**config.mk**
```make
export PLATFORM = sky130hd
export DESIGN_NAME = qap_mac
export DESIGN_NICKNAME = d
export VERILOG_FILES = /design/src/rtl/qap_pkg.sv /design/src/rtl/qap_mac.sv
export SDC_FILE = /design/constraint.sdc
export NUM_CORES = 1
export LEC_CHECK = 0
export BUFFER_PORTS_ARGS = -buffer_cell sky130_fd_sc_hd__buf_2
export CAP_MARGIN = 20
export CORE_ASPECT_RATIO = 1.2
export CORE_MARGIN = 2
export CORE_UTILIZATION = 40
export CTS_BUF_LIST = sky130_fd_sc_hd__clkbuf_4
export DETAILED_ROUTE_END_ITERATION = 6
export GPL_ROUTABILITY_DRIVEN = 0
export PLACE_DENSITY = 0.55
export SYNTH_ARGS = -nofsm -noshare
export SYNTH_HDL_FRONTEND = slang
export SYNTH_SLANG_ARGS = --single-unit
```
**constraint.sdc**
```tcl
create_clock -name clk -period 15.19 [get_ports clk]
set_input_delay 0.7595 -clock clk [delete_from_list [all_inputs] [get_ports clk]]
set_output_delay 0.7595 -clock clk [all_outputs]
set_load 0.01 [all_outputs]
```
**src/rtl/qap_pkg.sv**
```systemverilog
// Shared types and constants of the quadratic assignment cost evaluator.
// Used by qap_cost_evaluator, qap_mac and qap_seq in this folder; depends on nothing else.
package qap_pkg;

  localparam int IN_TDATA_W  = 32;
  localparam int COST_W      = 48;
  localparam int CFG_DATA_W  = 6;
  localparam int NUM_VARS_RST = 32;

  localparam logic [1:0] MODE_FLOW   = 2'd0;
  localparam logic [1:0] MODE_DIST   = 2'd1;
  localparam logic [1:0] MODE_ASSIGN = 2'd2;

  localparam logic REG_NUM_VARS  = 1'b0;
  localparam logic REG_CHECK_EN  = 1'b1;

  typedef enum logic [1:0] {
    ST_IDLE,
    ST_RUN,
    ST_DRAIN,
    ST_DONE
  } qap_state_t;

  typedef struct packed {
    logic clear;
    logic load;
    logic mul;
    logic acc;
  } qap_mac_ctl_t;

endpackage

```
**src/rtl/qap_mac.sv**
```systemverilog
// Shared multiply-accumulate unit: registers the distance entry, multiplies it
// by the flow entry and adds the product into the cost. Depends on qap_pkg.
module qap_mac
  import qap_pkg::*;
#(
  parameter int ENTRY_BITS = 16
) (
  input  logic                  clk,
  input  qap_mac_ctl_t          ctl,
  input  logic [ENTRY_BITS-1:0] dist_q,
  input  logic [ENTRY_BITS-1:0] flow_q,
  output logic [COST_W-1:0]     acc
);

  logic [ENTRY_BITS-1:0]   d_r;
  logic [2*ENTRY_BITS-1:0] prod_r;
  logic [COST_W-1:0]       acc_r;
  logic [COST_W-1:0]       acc_nxt;

  always_comb begin
    acc_nxt = acc_r;
    if (ctl.clear) begin
      acc_nxt = '0;
    end else if (ctl.acc) begin
      acc_nxt = acc_r + COST_W'(prod_r);
    end
  end

  always_ff @(posedge clk) begin
    if (ctl.load) begin
      d_r <= dist_q;
    end
    if (ctl.mul) begin
      prod_r <= d_r * flow_q;
    end
    acc_r <= acc_nxt;
  end

  assign acc = acc_r;

endmodule

```
==> results.yml, run 1 <==
clock_network:
  clock_sinks: 96
  cts_tree: "yes"
  post_cts_buffers: 0
  cts-htree-levels: 3
  cts_resized: 0
  worstSkewPairLatency_ns: 0.51
  clk_pin_slew_ns: 0.20
  clockBufferDepth: 2
  cts_made_buffers: 9
  cts_root_buffer: "clkbuf_4"
  hold_buffers: 0
setup_path:
  crit_top_cell: "fa_1"
  path_cells: "and2_1, fa_1, inv_1, fa_1, fa_1, inv_1, fa_1, fa_1, inv_1, fa_1, inv_1, ha_1, a21oi_1, o21ai_0, or3_1, o21ai_0, a31oi_1, a41oi_1, o21ai_0, a21oi_1, xnor2_1"
  required_ns: 15.47
  r2r-start: "d_r[8]$_DFFE_PP_"
  worstSetupEndpoint: "prod_r[28]$_DFFE_PP_"
  crit_path_top_delay_cell: "edfxtp_1"
  crit_start: "d_r[8]$_DFFE_PP_"
  cp-end-kind: "flip-flop"
  crit_cells: 21
  crit_path_start_kind: "flip-flop"
  r2r-end: "prod_r[28]$_DFFE_PP_"
  worstSetupPathType: "reg -> reg"
  r2r_cells: 21
  cp_max_fo: 16
  cp.arrival_ns: 7.05
  critPathTopFamily: "adder cells"
  r2r_slack_ns: 8.42
  path_buf_inv: 4
  max_stage_delay_ns: 0.74
drt:
  finalWirelength_mm: 31.0
  first_pass_iters: 5
  vias_per_cell: 5.02
  drcViolationCount: 0
  wire_per_inst_um: 15.6
  drt-initial-drc-count: 572
  num_vias: 9962
  ant_nets: 0
sta:
  slew_headroom_pct: 50.2
  min_period_over_period_pct: 44.6
  max_freq_mhz: 148
  finalMaxSlewViolations: 0
  setup-tns-final_ns: 0
  hold_violations: 0
  worstMarginPinSlew_ns: 0.747
  fin_skew_ns: 0.0316
  rsz0062_at_grt: "false"
  final-setup-viol-count: 0
  fin_crit_ns: 6.77
layout:
  fin_cells: 1984
  syn2layout_area_growth_pct: 6.90
  drive_gt1_share_pct: 7.44
  n_fill_cell: 3359
  final_nets: 1896
synth:
  ys_warn_count: 0
  syn-cell-area_um2: 13600
  async_reset_ff_share_pct: 0
  syn-instance-count: 1487
  ys.flop_type: "edfxtp_1"
  avgSynthCellArea_um2: 9.13
  yosysSeqAreaShare_pct: 17.7
  synth_edf_count: 48
  synth.distinct_cells: 67
  synth_seq_cells: 96
  syn-num-nets: 1855
global_route:
  grt_max_degree: 60
  overflow: 0
  antenna_found_initial: 1
  grt_pass1_wl_mm: 52.0
  first_global_vias: 10169
  track_usage_pct: 18.5
floorplan:
  top_level_ports: 85
  die_y_um: 206
  fp.dieW_um: 172
  die_area_um2: 35400
  core_area_um2: 33200
  std_cell_rows: 73
  start_util_pct: 40.8
run_status:
  status: "finished clean"
place:
  dp_cells: 1967
  port_buffers: 84
  post-dp-hpwl_mm: 24.7
min_path:
  hold_class: "in -> reg"
job:
  drv_cap: 0
worst min path at each step:
stage | from | endpoint | slack, ns | cells past startpoint
5_1_grt | dist_q[11] | d_r[11]$_DFFE_PP_ | 0.36 | 1
2_1_floorplan | acc[46]$_SDFFE_PP0P_ | acc[46]$_SDFFE_PP0P_ | 0.51 | 2
3_5_place_dp | acc[42]$_SDFFE_PP0P_ | acc[42]$_SDFFE_PP0P_ | 0.50 | 2
4_1_cts | dist_q[11] | d_r[11]$_DFFE_PP_ | 0.36 | 1
6_report | dist_q[14] | d_r[14]$_DFFE_PP_ | 0.41 | 1
3_3_place_gp | acc[42]$_SDFFE_PP0P_ | acc[42]$_SDFFE_PP0P_ | 0.48 | 2
per-stage QoR:
step / setup slack, ns / area [µm²] / hold WS (ns) / utilization, %
5_1_grt: 8.04 / 14500 / 0.364 / 43.6
3_3_place_gp: 8.35 / 14300 / 0.477 / 43.1
2_1_floorplan: 8.69 / 13600 / 0.510 / -
4_1_cts: 8.44 / 14500 / 0.360 / 43.6
3_5_place_dp: 8.28 / 14300 / 0.496 / 43.1
6_report: 8.42 / 14500 / 0.412 / 43.6
worst register-to-register path, delay by kind of cell (launching register included):
kind	cells	cell delay (ns)
flip-flops	1	0.74
AND/OR/NAND/NOR	2	0.66
adder cells (fa/ha/maj)	7	3.40
buffers and inverters	4	0.21
AO/OA/AOI/OAI	7	1.47
XOR/XNOR	1	0.08
cell usage in the layout (no fill, tap or decap), types with 44 or more instances in the layout:
cell type / Yosys / layout
a21oi_1: 62 / 62
and2_1: 134 / 134
buf_2: 3 / 84
dfxtp_1: 48 / 48
edfxtp_1: 48 / 48
fa_1: 195 / 195
ha_1: 136 / 136
inv_1: 251 / 251
nand2_1: 168 / 168
nor2_1: 67 / 67
o21ai_0: 44 / 44
area by class of cell:
cell class	instances	area, µm²	share of cell area (%)
Antenna cell	1	2.50	0.0173
Clock buffer	9	67.6	0.466
Clock inverter	7	92.6	0.638
Inverter	251	942	6.50
Multi-Input combinational cell	1084	10000	68.9
Sequential cell	96	2400	16.6
Tap cell	450	563	3.88
Timing Repair Buffer	86	435	3.00
registers in the layout, indices dropped and copies added, names as in the netlist:
name    count
d_r        16
prod_r     32
acc        48
routing by layer:
| layer | GRT usage (%) | vias to the layer above | wire length [µm] |
|---|---|---|---|
| met5 | 0 | - | 0 |
| met4 | 3.69 | 0 | 397 |
| met3 | 2.39 | 25 | 1320 |
| met2 | 31.0 | 196 | 14500 |
| met1 | 25.8 | 4884 | 14800 |
| li1 | - | 4857 | - |
logic make-up (layout without fill, tap and decap cells):
family,after synthesis,count (layout),synth area share [%]
compound gates,213,213,10.2
xor+xnor,53,53,3.42
fa+ha+maj,331,331,41.3
buf+inv,307,353,8.60
flops,96,96,17.7
mux,21,21,1.55
other cells,0,1,0
simple gates,466,466,17.2
cells in the mapped netlist, drive strengths merged, types with 3 or more instances:
cell    count  share of area (%)
ha        136                 13
and3        5               0.23
nor3b       5               0.28
o21bai      5               0.28
a31oi       6               0.28
nor2       67                1.9
edfxtp     48                 11
o21a       10               0.55
a21oi      63                2.4
dfxtp      48                7.1
inv       251                6.9
or3        19               0.88
and2      134                6.2
a211oi     14               0.77
xor2       14               0.90
clkbuf     50                1.4
nor3       10               0.37
xnor2      39                2.5
o31a        3               0.20
nand3      13               0.48
nand2     168                4.6
o21ai      46                1.7
o22ai       6               0.28
nor2b       8               0.37
mux2i      21                1.5
nand4      10               0.51
or2         3               0.14
a21o       32                1.8
o211ai      4               0.22
nand2b     11               0.51
buf         6               0.25
a211o       4               0.26
fa        195                 29
or4         3               0.17
Power of run 1 is left out: the tool's default activity adds up to more than one toggle a clock period on the data nets, which glitch-free logic cannot reach.
==> run 2: changes to the inputs <==
==> constraint.sdc (replaced) <==
create_clock -name clk -period 6.36 [get_ports clk]
set_input_delay 0.318 -clock clk [delete_from_list [all_inputs] [get_ports clk]]
set_output_delay 0.318 -clock clk [all_outputs]
set_load 0.01 [all_outputs]
==> run 2 against run 1 <==
  * First-iteration DRC count fell by 18%
  * Fmax rose by 10%
  * Clock-buffer cell count did not move
  * Non-clock buffer count rose by 87
  * Critical path depth rose by 1
  * Worst hold slack got worse by 0.20 ns
  * Critical endpoint is now prod_r[29]$_DFFE_PP_
  * Critical path type unchanged
  * Highest routed layer unchanged
  * Register-to-register slack got worse by 8.2 ns
  * Routed wire length rose by 0.88%
  * Cell area rose by 6.0%
  * Cell count rose by 4.5%
==> results.yml, run 2 (same netlist as run 1, synthesis figures left out) <==
run_status:
  status: "finished clean"
min_path:
  min_path_cells: 1
  min-delay-start: "ctl[2]"
  hold_class: "in -> reg"
  hold_end: "d_r[4]$_DFFE_PP_"
sta:
  min_period_over_period_pct: 96.8
  finalMaxSlewViolations: 0
  fin_crit_ns: 6.16
  hold_violations: 0
  fin_skew_ns: 0.0315
  worstMarginPinSlew_ns: 0.674
  slew_headroom_pct: 55.1
  setup_slack_ns: 0.202
  max_freq_mhz: 162
  final-setup-viol-count: 0
  rsz0062_at_grt: "true"
clock_network:
  cts_made_buffers: 9
  clk_pin_slew_ns: 0.20
  cts-htree-levels: 3
  worstSkewPairLatency_ns: 0.53
  cts_tree: "yes"
  clock_sinks: 96
  cts_root_buffer: "clkbuf_4"
  clockBufferDepth: 2
setup_path:
  crit_top_cell: "fa_1"
  max_stage_delay_ns: 0.56
  crit_path_start_kind: "flip-flop"
  r2r-start: "d_r[10]$_DFFE_PP_"
  crit_start: "d_r[10]$_DFFE_PP_"
  worstSetupPathType: "reg -> reg"
  critPathTopFamily: "adder cells"
  cp.arrival_ns: 6.47
  r2r_cells: 22
  r2r_slack_ns: 0.20
  cp-end-kind: "flip-flop"
  r2r-end: "prod_r[29]$_DFFE_PP_"
  path_cells: "buf_4, and2_1, fa_1, inv_1, fa_1, inv_1, fa_1, fa_2, fa_1, inv_1, fa_1, inv_1, ha_1, a21oi_2, o211ai_1, nor3_1, a21o_1, o31a_2, o22ai_4, or2_4, a2111oi_4, xnor2_1"
  path_buf_inv: 5
  cp_max_fo: 8
  crit_path_top_delay_cell: "edfxtp_1"
  required_ns: 6.67
drt:
  vias_per_cell: 4.94
  num_vias: 10249
  wire_per_inst_um: 15.1
  drcViolationCount: 0
  finalWirelength_mm: 31.3
  drt-initial-drc-count: 471
  first_pass_iters: 5
  ant_nets: 0
floorplan:
  top_level_ports: 85
  die_area_um2: 35400
  die_y_um: 206
  std_cell_rows: 73
  core_area_um2: 33200
  start_util_pct: 40.8
  fp.dieW_um: 172
layout:
  most-common-layout-cells: "inv_1 (249), fa_1 (192), nand2_1 (167)"
  final_common_cell: "inv_1"
  largest_register_ffs: 48
  syn2layout_area_growth_pct: 13.3
  n_fill_cell: 3330
  final_nets: 1983
  drive_gt1_share_pct: 13.2
place:
  pre_cts_ws_ns: 0.0367
  post-dp-hpwl_mm: 25.8
  port_buffers: 84
global_route:
  first_global_vias: 10671
  antenna_found_initial: 2
  grt_pass1_wl_mm: 52.7
  track_usage_pct: 18.5
  overflow: 0
  grt_max_degree: 60
job:
  drv_cap: 0
[run 2: cell type report]
class	instances	area [µm²]	share of cell area, %
flip-flops and latches	96	2400	15.6
clock inverters	7	81.3	0.529
diodes	3	7.51	0.0488
well taps	450	563	3.66
inverters	251	942	6.13
multi-input cells	1084	10100	66.0
clock buffers	9	67.6	0.440
repair buffers	173	1160	7.54
[run 2: routing by layer]
metal | vias up | global-route usage (%) | share of wire, %
li1 | 5031 | - | -
met1 | 4996 | 25.3 | 48
met2 | 191 | 31.2 | 47
met3 | 31 | 2.87 | 3.8
met4 | 0 | 3.78 | 1.3
met5 | - | 0 | 0
[run 2: repair_timing]
item                                    in CTS  in global routing
buffers inserted                             0                 21
endpoints found under the setup margin       0                  9
resized for setup                            0                 44
hold endpoints to repair                    16                  0
hold buffers                                16                  0
[run 2: how the worst max path moves through the flow]
stage | end | cells after the start
6_report | prod_r[29]$_DFFE_PP_ | 22
3_3_place_gp | prod_r[29]$_DFFE_PP_ | 21
3_5_place_dp | prod_r[29]$_DFFE_PP_ | 21
4_1_cts | prod_r[29]$_DFFE_PP_ | 20
2_1_floorplan | prod_r[29]$_DFFE_PP_ | 21
5_1_grt | prod_r[29]$_DFFE_PP_ | 22
[run 2: metrics by stage]
step | instances | hold WS [ns] | cell area (µm²) | utilization (%) | TNS (ns)
3_5_place_dp | 2017 | 0.492 | 14700 | 44.3 | 0
3_3_place_gp | 2017 | 0.477 | 14700 | 44.3 | 0
2_1_floorplan | 1487 | 0.417 | 13600 | - | 0
6_report | 2073 | 0.212 | 15400 | 46.2 | 0
4_1_cts | 2049 | 0.181 | 15000 | 45.2 | 0
5_1_grt | 2073 | 0.196 | 15400 | 46.2 | -0.0637
[run 2: worst reg2reg max path, delay by kind of cell, from the launching register on]
| family | cells | cell delay (ns) |
|---|---|---|
| adders and majority gates | 7 | 3.16 |
| AOI/OAI and AO/OA | 6 | 1.13 |
| and+or+nand+nor | 3 | 0.61 |
| DFF | 1 | 0.56 |
| buffers and inverters | 5 | 0.39 |
| xor gates and xnor gates | 1 | 0.11 |
Power of run 2 is left out for the same reason.
