**config.mk**
```make
export PLATFORM = sky130hd
export DESIGN_NAME = qap_seq
export DESIGN_NICKNAME = d
export VERILOG_FILES = /design/src/rtl/qap_pkg.sv /design/src/rtl/qap_seq.sv
export SDC_FILE = /design/constraint.sdc
export NUM_CORES = 1
export LEC_CHECK = 0
export BUFFER_PORTS_ARGS = -buffer_cell sky130_fd_sc_hd__buf_2
export CAP_MARGIN = 10
export CORE_MARGIN = 1
export CORE_UTILIZATION = 30
export DETAILED_ROUTE_END_ITERATION = 6
export SLEW_MARGIN = 5
export SYNTH_ARGS = -nofsm -noshare
export SYNTH_HDL_FRONTEND = slang
export SYNTH_SLANG_ARGS = --single-unit
export TNS_END_PERCENT = 50
```
**constraint.sdc**
```tcl
create_clock -name clk -period 2.9 [get_ports clk]
set_clock_uncertainty 0.2 [all_clocks]
set_input_delay 0.29 -clock clk [delete_from_list [all_inputs] [get_ports clk]]
set_output_delay 0.29 -clock clk [all_outputs]
set_load 0.02 [all_outputs]
```
**src/rtl/qap_pkg.sv**
```systemverilog
// Shared types and constants of the quadratic assignment cost evaluator.
// Used by qap_cost_evaluator, qap_mac and qap_seq in this folder; depends on nothing else.
package qap_pkg;

  localparam int IN_TDATA_W  = 32;
  localparam int COST_W      = 48;
  localparam int CFG_DATA_W  = 6;
  localparam int NUM_VARS_RST = 32;

  localparam logic [1:0] MODE_FLOW   = 2'd0;
  localparam logic [1:0] MODE_DIST   = 2'd1;
  localparam logic [1:0] MODE_ASSIGN = 2'd2;

  localparam logic REG_NUM_VARS  = 1'b0;
  localparam logic REG_CHECK_EN  = 1'b1;

  typedef enum logic [1:0] {
    ST_IDLE,
    ST_RUN,
    ST_DRAIN,
    ST_DONE
  } qap_state_t;

  typedef struct packed {
    logic clear;
    logic load;
    logic mul;
    logic acc;
  } qap_mac_ctl_t;

endpackage

```
**src/rtl/qap_seq.sv**
```systemverilog
// Evaluation sequencer: walks all position pairs, tracks the read pipeline and
// counts covered locations. Depends on qap_pkg.
module qap_seq
  import qap_pkg::*;
#(
  parameter int MAX_N = 32
) (
  input  logic                         clk,
  input  logic                         rst_n,
  input  logic                         start,
  input  logic                         out_free,
  input  logic [$clog2(MAX_N+1)-1:0]   n_use,
  input  logic                         check_en,
  input  logic [$clog2(MAX_N)-1:0]     pj_q,
  output logic                         idle,
  output logic                         done,
  output logic                         valid_res,
  output logic [$clog2(MAX_N)-1:0]     rd_i,
  output logic [$clog2(MAX_N)-1:0]     rd_j,
  output qap_mac_ctl_t                 ctl
);

  localparam int IDX_W = $clog2(MAX_N);
  localparam int CNT_W = $clog2(MAX_N + 1);

  qap_state_t       state_r, state_nxt;
  logic [IDX_W-1:0] i_r, i_nxt;
  logic [IDX_W-1:0] j_r, j_nxt;
  logic [IDX_W-1:0] n_m1;
  logic             issue;
  logic             last_pair;
  logic             s1_v_r, s2_v_r, s3_v_r;
  logic             row0_s1_r;
  logic [MAX_N-1:0] cov_r, cov_nxt;
  logic [CNT_W-1:0] cnt_r, cnt_nxt;

  assign n_m1      = IDX_W'(n_use - CNT_W'(1));
  assign last_pair = (i_r == n_m1) && (j_r == n_m1);

  always_comb begin
    state_nxt = state_r;
    issue     = 1'b0;
    done      = 1'b0;
    unique case (state_r)
      ST_IDLE: begin
        if (start) begin
          state_nxt = ST_RUN;
        end
      end
      ST_RUN: begin
        issue = 1'b1;
        if (last_pair) begin
          state_nxt = ST_DRAIN;
        end
      end
      ST_DRAIN: begin
        if (!(s1_v_r || s2_v_r || s3_v_r)) begin
          state_nxt = ST_DONE;
        end
      end
      ST_DONE: begin
        if (out_free) begin
          done      = 1'b1;
          state_nxt = ST_IDLE;
        end
      end
      default: state_nxt = ST_IDLE;
    endcase
  end

  always_comb begin
    i_nxt = i_r;
    j_nxt = j_r;
    if (start) begin
      i_nxt = '0;
      j_nxt = '0;
    end else if (issue) begin
      if (j_r == n_m1) begin
        j_nxt = '0;
        i_nxt = i_r + IDX_W'(1);
      end else begin
        j_nxt = j_r + IDX_W'(1);
      end
    end
  end

  // Only locations below the size in use count toward coverage.
  always_comb begin
    cov_nxt = cov_r;
    cnt_nxt = cnt_r;
    if (start) begin
      cov_nxt = '0;
      cnt_nxt = '0;
    end else if (s1_v_r && row0_s1_r && (CNT_W'(pj_q) < n_use) && !cov_r[pj_q]) begin
      cov_nxt[pj_q] = 1'b1;
      cnt_nxt       = cnt_r + CNT_W'(1);
    end
  end

  always_ff @(posedge clk) begin
    if (!rst_n) begin
      state_r   <= ST_IDLE;
      s1_v_r    <= 1'b0;
      s2_v_r    <= 1'b0;
      s3_v_r    <= 1'b0;
      row0_s1_r <= 1'b0;
    end else begin
      state_r   <= state_nxt;
      s1_v_r    <= issue;
      s2_v_r    <= s1_v_r;
      s3_v_r    <= s2_v_r;
      row0_s1_r <= issue && (i_r == '0);
    end
  end

  always_ff @(posedge clk) begin
    i_r   <= i_nxt;
    j_r   <= j_nxt;
    cov_r <= cov_nxt;
    cnt_r <= cnt_nxt;
  end

  assign idle      = (state_r == ST_IDLE);
  assign valid_res = !check_en || (cnt_r == n_use);
  assign rd_i      = i_r;
  assign rd_j      = j_r;
  assign ctl.clear = start;
  assign ctl.load  = s1_v_r;
  assign ctl.mul   = s2_v_r;
  assign ctl.acc   = s3_v_r;

  a_start_idle: assert property (@(posedge clk) disable iff (!rst_n)
    start |-> (state_r == ST_IDLE))
    else $error("evaluation started while busy");

  a_idle_empty: assert property (@(posedge clk) disable iff (!rst_n)
    (state_r == ST_IDLE) |-> !(s1_v_r || s2_v_r || s3_v_r))
    else $error("pipeline busy while idle");

  a_s1_from_run: assert property (@(posedge clk) disable iff (!rst_n)
    s1_v_r |-> $past(state_r == ST_RUN))
    else $error("pair read outside the run phase");

  a_done_drained: assert property (@(posedge clk) disable iff (!rst_n)
    done |-> ((state_r == ST_DONE) && !s3_v_r && out_free))
    else $error("result taken before the accumulator settled");

endmodule

```
==> key figures, run 1 <==
Critical path
  • Setup CP Type: in -> reg
  • Cell chain of the critical path: buf_2 > buf_4 > mux2i_1 > nor4_1 > nor4_1 > o2111ai_1 > or3_1 > o22ai_1
  • Buffering stage count on the worst path with inverters included: 2
  • CP Capture Type: flop
  • Critical path's top delay family: simple AND/OR/NAND/NOR gates
  • Critical path arrival: 2440 ps
  • WP data required: 2930 ps
  • Element type at the critical path start: input pin
  • CP max stage cell: or3_1
  • CP dominant cell by count: nor4_1
  • Crit Path Max Fanout: 14
  • CP max stage delay: 540 ps

Routing
  • WL per Instance: 13.9 um
  • Vias per cell: 5.00
  • Initial DRC Count: 108
  • Pre-antenna DRT Iters: 6
  • Routed Antenna Nets: 0
  • Post-route DRC violation count: 1
  • Routed WL: 6250 um
  • Via count: 2253

Floorplanning
  • Die Wd: 98.5 um
  • DIE HEIGHT: 98.5 um
  • Ports: 33
  • Starting Density: 31.6%
  • Std cell rows: 34
  • Die ar.: 0.00970 mm^2
  • Core area: 0.00885 mm^2

Synthesis
  • Synth Warn #: 0
  • Post-Syn Nets: 346
  • Sequential cell area fraction in the yosys report: 38.7%
  • Synth unique cells: 43
  • Main flop type after synthesis: dfxtp_1
  • Fraction of registers with async set/reset: 0%
  • Avg Cell Area, Syn: 8.81 um^2
  • Post-Syn Area: 0.00279 mm^2
  • Syn Inst Count: 317
  • Yosys reg bits: 54
  • Number of flops mapped to enable cells by yosys: 0

Cells and area
  • Storage element area: 0.00108 mm^2
  • Fin nets: 371
  • # diodes: 0
  • Commonest non-fill, non-tap cells in the layout: 54 x dfxtp_1, 45 x inv_1, 32 x o22ai_1, 32 x buf_2, 18 x nand2_1
  • Multi-input logic area: 0.00144 mm^2
  • Commonest non-fill, non-tap cell in the layout: dfxtp_1
  • Layout cells sized above 1: 14.6%
  • Final instance area: 0.00314 mm^2
  • Fillers: 954
  • Area added between synthesis and finish: 12.5%

STA
  • Total negative slack: 0 ps
  • Max transition margin: 70.2%
  • Final hold vios: 0
  • Final setup viols: 0
  • Worst-Margin Slew: 447 ps
  • RSZ-0062 raised after global routing: false
  • PnR worst setup slack: 499 ps
  • Fin. max-slew vios: 0
  • Fin crit share: 82.8%
  • Fin crit period: 2400 ps
  • Fmax: 416 MHz

Pwr
  • Pwr per Cell Area: 536 mW/mm^2
  • Total leakage power: 1.20 nW
  • Max rail drop VDD: 223 uV

Global routing
  • Vias in the first global route: 2244
  • First-pass GRT wire length: 10800 um
  • Largest net degree at the start of global routing: 22
  • GRT Resource Usage Total: 13.8%
  • Initial antenna violation count: 0
  • Total gr overflow: 0

Clock tree
  • Register clock-pin slew on the reported worst setup and hold paths: 100 ps
  • Post-CTS Setup Bufs: 0
  • CTS resizes: 0
  • Max clock buf depth: 2
  • CTS sink cnt: 54
  • TritonCTS Buffers: 5
  • CTS tree: built
  • Worst-Skew Late Latency: 310 ps
  • H-tree Lvls: 2
  • CTS Hold Bufs: 0
  • CTS root buf: clkbuf_8

Placed design
  • GPL Wtd Cong: 0.832
  • Dpl cell area: 0.00303 mm^2
  • Port Buffers: 32
  • Post-DP HPWL: 4710 um
  • Pre-CTS setup slack: 185 ps

Run status
  • Failing checks: DRC
  • Status: finished, violations left

Hold path
  • Worst min path class: in -> reg

Flow run
  • Max cap viols: 0
logic make-up (layout without fill, tap and decap cells):
group                    after synthesis  count (layout)  share of synthesized area (%)
AND/OR/NAND/NOR                       82              82                           15.5
buffers and inverters                 65              91                           9.77
AO/OA/AOI/OAI                         63              63                           14.9
flip-flops                            54              54                           38.7
XOR/XNOR                              27              27                           8.96
adder cells (fa/ha/maj)               13              13                           5.82
multiplexers                          13              13                           6.32
sequential cells by signal, indices dropped and copies added (netlist names):
signal and count:
state_r 2, row0_s1_r 1, s3_v_r 1, cov_r 32, s2_v_r 1, s1_v_r 1, rd_i 5, rd_j 5
cnt_r 6
worst reg2reg max path, cell delays in order, from the launching register on:
cell and delay (ps):
dfxtp_1 330, mux4_1 480, a211oi_1 270, o2111ai_1 220, or3_1 540, o22ai_1 200
Yosys cell counts (all sizes together), types with 8 or more instances:
cell,instances,area [um^2]
nand2,18,67.6
dfxtp,54,1080
mux2i,9,90.1
o22ai,32,200
a21oi,9,45.0
inv,45,169
nand3,8,40.0
nor3,9,45.0
buf,9,62.6
xor2,9,78.8
xnor2,17,149
clkbuf,11,41.3
nor2,11,41.3
ha,13,163
stage by stage:
stage / utilization (%) / hold WS [ps] / instances / power (mW)
after floorplan: - / 217 / 317 / 1.10
after global placement: 34.2 / 253 / 443 / 1.19
after detailed placement: 34.2 / 263 / 443 / 1.19
after CTS: 35.5 / 58.8 / 451 / 1.71
after global routing: 35.5 / 65.9 / 451 / 1.78
final: 35.5 / 64.0 / 451 / 1.68
area by class of cell:
| class | instances | area share (%) |
|---|---|---|
| timing repair buffer | 38 | 6.53 |
| tap | 108 | 4.30 |
| clock buffer | 5 | 2.19 |
| clock inverter | 3 | 1.39 |
| multi-input combinational | 198 | 45.8 |
| inverter | 45 | 5.38 |
| sequential | 54 | 34.4 |
worst paths after layout:
| kind | start | endpoint | slack, ps | cells past startpoint |
|---|---|---|---|---|
| min | rst_n | s2_v_r | 60 | 2 |
| max reg2reg | cov_r[5] | cov_r[12] | 600 | 5 |
| min reg2reg | cov_r[1] | cov_r[1] | 280 | 2 |
| max | pj_q[0] | cov_r[12] | 500 | 8 |
per-layer routing:
layer,global-route usage [%],wire length [um],up-vias
met5,0,0,-
met4,4.82,107,0
met3,2.41,244,7
met2,22.5,2930,47
met1,18.3,2960,1055
li1,-,-,1144
where the power goes:
part | internal (mW) | switching [mW]
clock | 0.259 | 0.252
sequential | 0.777 | 0.0387
combinational | 0.149 | 0.207
total | 1.19 | 0.498
No activity file was read; power rests on OpenSTA's default activity.
==> inputs of run 2 (changes only) <==
Clock period 2.9 ns to 2.5 ns, I/O delays scaled along.
==> run 2 against run 1 <==
Net effect:
- the flow still finishes with violations (DRC)
- worst hold slack got worse by 54 ps
- first-iteration DRC count rose by 32%
- routed wire length up 0.70%
- via count rose by 2.6%
- count of clock-buffer cells in the layout grew 1
- setup slack worse by 270 ps
- non-clock buffer count rose by 9
- clock power grew 3%
- core utilization grew 0.76 points
- flip-flop and latch count did not move
- total power grew 13%
- global-route usage is 0.38 points lower
- largest power group unchanged
==> key figures, run 2 (synthesized netlist as in run 1, its figures left out) <==
Placed design
  • Post-DP HPWL: 4730 um
  • GPL Wtd Cong: 0.874
  • Pre-CTS setup slack: 3.82 ps
  • Port Buffers: 32
  • Dpl cell area: 0.00311 mm^2
  • Placed cells: 452

Clock tree
  • CTS Hold Bufs: 0
  • Register clock-pin slew on the reported worst setup and hold paths: 90 ps
  • TritonCTS Buffers: 5
  • CTS sink cnt: 54
  • CTS root buf: clkbuf_8
  • Max clock buf depth: 2
  • Post-CTS Setup Bufs: 0
  • H-tree Lvls: 2
  • CTS tree: built
  • Worst-Skew Late Latency: 310 ps
  • CTS resizes: 0

Floorplanning
  • Ports: 33
  • DIE HEIGHT: 98.5 um
  • Core area: 0.00885 mm^2
  • Std cell rows: 34
  • Die ar.: 0.00970 mm^2
  • Starting Density: 31.6%
  • Die Wd: 98.5 um

Routing
  • Routed WL: 6290 um
  • Via count: 2311
  • Pre-antenna DRT Iters: 6
  • Post-route DRC violation count: 1
  • Initial DRC Count: 143
  • Vias per cell: 5.02
  • Routed Antenna Nets: 0
  • WL per Instance: 13.7 um

Pwr
  • Max rail drop VDD: 259 uV
  • Final Power: 1.90 mW
  • Pwr per Cell Area: 591 mW/mm^2
  • Total leakage power: 1.24 nW

Critical path
  • CP Capture Type: flop
  • Element type at the critical path start: flop
  • Critical path arrival: 2320 ps
  • Crit Path Max Fanout: 9
  • WP data required: 2550 ps
  • Setup CP Type: reg -> reg

Cells and area
  • Post-layout util: 36.3%
  • Fin nets: 380
  • Reg with most FFs: cov_r
  • Commonest non-fill, non-tap cell in the layout: dfxtp_1
  • Max reg flops: 32
  • # diodes: 0
  • Area added between synthesis and finish: 14.9%
  • Layout cells sized above 1: 16.8%
  • Commonest non-fill, non-tap cells in the layout: 54 x dfxtp_1, 45 x inv_1, 32 x o22ai_1, 32 x buf_2, 18 x nand2_1
  • Non-filler cells, final: 460
  • Final instance area: 0.00321 mm^2
  • Largest regs: cov_r x32, cnt_r x6

Run status
  • Failing checks: DRC
  • Status: finished, violations left

Flow run
  • Max cap viols: 0

Global routing
  • Largest net degree at the start of global routing: 20
  • Gr busiest metal: met2
  • Vias in the first global route: 2142
  • GR Util met2: 22.0%
  • First-pass GRT wire length: 10400 um
  • GRT Resource Usage Total: 13.4%
  • Initial antenna violation count: 0
  • Total gr overflow: 0
  • M1 GR Usage: 17.9%
  • GR Util met3: 1.63%

STA
  • RSZ-0062 raised after global routing: false
  • Final setup viols: 0
  • Fmax: 441 MHz
  • Max transition margin: 72.9%
  • Fin. max-slew vios: 0
  • Fin crit share: 90.7%
  • Worst-Margin Slew: 407 ps
  • Final hold vios: 0
  • Final hold slack: 9.91 ps
  • PnR worst setup slack: 231 ps
  • Total negative slack: 0 ps
  • Fin crit period: 2270 ps

Hold path
  • Worst min path class: in -> reg
## run 2: final timing paths
path	start	end	slack, ps	cells after the start
setup / recovery	cov_r[5]	cnt_r[3]	230	6
hold / removal	rst_n	s3_v_r	10	2
setup reg to reg	cov_r[5]	cnt_r[3]	230	6
hold reg to reg	cov_r[28]	cov_r[28]	280	2
## run 2: layout make-up
type / instances / area (um^2)
Fill cell: 898 / 5640
Multi-Input combinational cell: 198 / 1440
Sequential cell: 54 / 1080
Timing Repair Buffer: 47 / 285
Inverter: 45 / 169
Tap cell: 108 / 135
Clock buffer: 6 / 82.6
Clock inverter: 2 / 17.5
## run 2: critical path: stages, from the launching register on
cell	delay (ps)
dfxtp_1	320
mux4_1	510
a211oi_1	270
o2111ai_1	200
buf_4	230
or3_1	340
a21oi_1	140
## run 2: layer usage
layer	vias up	wire length, um	share of wire, %
met1	1088	3130	50
li1	1169	-	-
met4	0	106	1.7
met5	-	0	0
met3	8	211	3.4
met2	46	2840	45
## run 2: report_power, final
| part | internal, mW | switching [mW] | total [mW] |
|---|---|---|---|
| clock network | 0.229 | 0.298 | 0.527 |
| logic | 0.183 | 0.242 | 0.425 |
| registers | 0.902 | 0.0445 | 0.946 |
==> inputs of run 3 (changes only) <==
--- a/config.mk
+++ b/config.mk
@@ -10,4 +10,5 @@
 export CORE_MARGIN = 1
 export CORE_UTILIZATION = 30
+export CTS_CLUSTER_SIZE = 40
 export DETAILED_ROUTE_END_ITERATION = 6
 export SLEW_MARGIN = 5
==> constraint.sdc (replaced) <==
create_clock -name clk -period 2.5 [get_ports clk]
set_clock_uncertainty 0.2 [all_clocks]
set_input_delay 0.5 -clock clk [delete_from_list [all_inputs] [get_ports clk]]
set_output_delay 0.5 -clock clk [all_outputs]
set_load 0.02 [all_outputs]
==> run 3 against run 2 <==
Net effect:
- register-to-register slack hardly changed
- count of clock-buffer cells in the layout stayed put
- the run now ends clean
- die area stayed put
- highest routed layer unchanged
- maximum frequency is 5.5% lower
- core utilization is 1.3 points higher
- first-iteration DRC count is 25% lower
- via count is 1.2% higher
- sequential share of layout area is 1.2 points lower
- clock power is 2% higher
==> key figures, run 3 (synthesized netlist as in run 1, its figures left out) <==
Routing
  • Initial DRC Count: 107
  • Pre-antenna DRT Iters: 4
  • WL per Instance: 14.5 um
  • Via count: 2339
  • Vias per cell: 4.99
  • Routed Antenna Nets: 0
  • Routed WL: 6800 um
  • Post-route DRC violation count: 0

Global routing
  • First-pass GRT wire length: 11300 um
  • Initial antenna violation count: 0
  • Total gr overflow: 0
  • GRT Resource Usage Total: 14.5%
  • Largest net degree at the start of global routing: 21
  • Vias in the first global route: 2324

Pwr
  • Clock power share: 27.8%
  • Final Power: 1.93 mW
  • Comb pwr share: 23.1%
  • Internal power: 1.32 mW
  • Switching power: 0.605 mW
  • Max rail drop VDD: 186 uV
  • Reg power frac: 49.1%
  • Total leakage power: 1.28 nW
  • Fraction of power spent switching nets: 31.4%
  • Pwr per Cell Area: 580 mW/mm^2

Critical path
  • Cell chain of the critical path: buf_2 > inv_1 > ha_4 > nand2_1 > o2111ai_1 > nor4_2 > o2111ai_2 > buf_6 > or3_1 > a21oi_1
  • Buffering stage count on the worst path with inverters included: 3
  • Reg-to-reg setup timing slack: 220 ps
  • Element type at the critical path start: input pin
  • CP max stage cell: nor4_2
  • Crit Path Max Fanout: 9
  • CP Capture Type: flop
  • CP max stage delay: 390 ps
  • Critical path arrival: 2450 ps
  • Critical path's top delay family: simple AND/OR/NAND/NOR gates
  • RR Startpoint: cov_r[5]
  • Setup CP Type: in -> reg
  • Critical path origin: n_use[4]
  • WP data required: 2550 ps

Clock tree
  • CTS Hold Bufs: 0
  • CTS root buf: clkbuf_8
  • CTS sink cnt: 54
  • TritonCTS Buffers: 5
  • Worst-Skew Late Latency: 310 ps
  • Register clock-pin slew on the reported worst setup and hold paths: 100 ps
  • CTS tree: built
  • Max clock buf depth: 2
  • H-tree Lvls: 2

Cells and area
  • Layout cells sized above 1: 20.8%
  • Fin nets: 389
  • Commonest non-fill, non-tap cell in the layout: dfxtp_1
  • Area added between synthesis and finish: 19.1%
  • Commonest non-fill, non-tap cells in the layout: 54 x dfxtp_1, 45 x inv_1, 32 x o22ai_1, 32 x buf_2, 22 x buf_4
  • Max reg flops: 32
  • # diodes: 0
  • Largest regs: cov_r x32, cnt_r x6
  • Reg with most FFs: cov_r

STA
  • Max transition margin: 72.1%
  • Fmax: 416 MHz
  • Fin crit share: 96.1%
  • Final hold vios: 0
  • Worst-Margin Slew: 418 ps
  • Fin crit period: 2400 ps
  • Fin. max-slew vios: 0
  • Final hold slack: 262 ps
  • Final setup viols: 0
  • Total negative slack: 0 ps

Floorplanning
  • Std cell rows: 34
  • Die ar.: 0.00970 mm^2
  • Starting Density: 31.6%
  • DIE HEIGHT: 98.5 um
  • Core area: 0.00885 mm^2
  • Ports: 33
  • Die Wd: 98.5 um

Placed design
  • GPL Wtd Cong: 0.855
  • Port Buffers: 32
  • Post-DP HPWL: 5150 um

Hold path
  • Hold path startpoint: rst_n
  • Worst min path class: in -> reg

Flow run
  • Max cap viols: 0

Run status
  • Status: finished clean
run 3: through the flow:
step / worst slack, ps / std cells / util [%] / area (um^2)
after floorplan: 12.9 / 317 / - / 2820
after global placement: -160 / 461 / 36.1 / 3190
after detailed placement: -253 / 461 / 36.1 / 3190
after CTS: 71.5 / 469 / 37.2 / 3290
after global routing: -30.6 / 469 / 37.6 / 3330
final: 98.5 / 469 / 37.6 / 3330
run 3: worst reg2reg max path: cells and delay by family, from the launching register on:
kind,cells,cell delay (ps)
mux,1,510
buf+inv,1,200
compound gates,3,660
simple gates,1,340
flops,1,330
run 3: area by class of cell:
type,instances,area (um^2)
Timing Repair Buffer,56,357
Clock inverter,2,16.3
Inverter,45,169
Clock buffer,6,82.6
Fill cell,932,5520
Multi-Input combinational cell,198,1490
Sequential cell,54,1080
Tap cell,108,135
run 3: routing by layer:
metal  vias up  global-route usage, %  part of all wire, %
met4         0                   4.36                  1.0
met5         -                      0                    0
met3         6                   2.48                  2.9
met2        34                   24.4                   48
met1      1108                   19.2                   49
li1       1191                      -                    -
run 3: timing repair:
| item | CTS | global route |
|---|---|---|
| setup buffers | 0 | 0 |
| setup endpoints to repair | 0 | 12 |
| gates resized for setup | 0 | 6 |
| endpoints found under the hold margin | 0 | 0 |
run 3: worst paths after layout:
kind	endpoint	cells after the start
worst max-delay path	cnt_r[3]	10
worst min-delay path	s3_v_r	2
worst min register to register	cov_r[28]	2
worst max register to register	cnt_r[3]	6
run 3: power groups by stage:
stage          sequential [mW]  clock [mW]  combinational [mW]
3_3_place_gp             0.967           0               0.432
5_1_grt                  0.956       0.593               0.497
4_1_cts                  0.949       0.549               0.444
2_1_floorplan            0.973           0               0.308
6_report                 0.947       0.537               0.446
3_5_place_dp             0.969           0               0.442
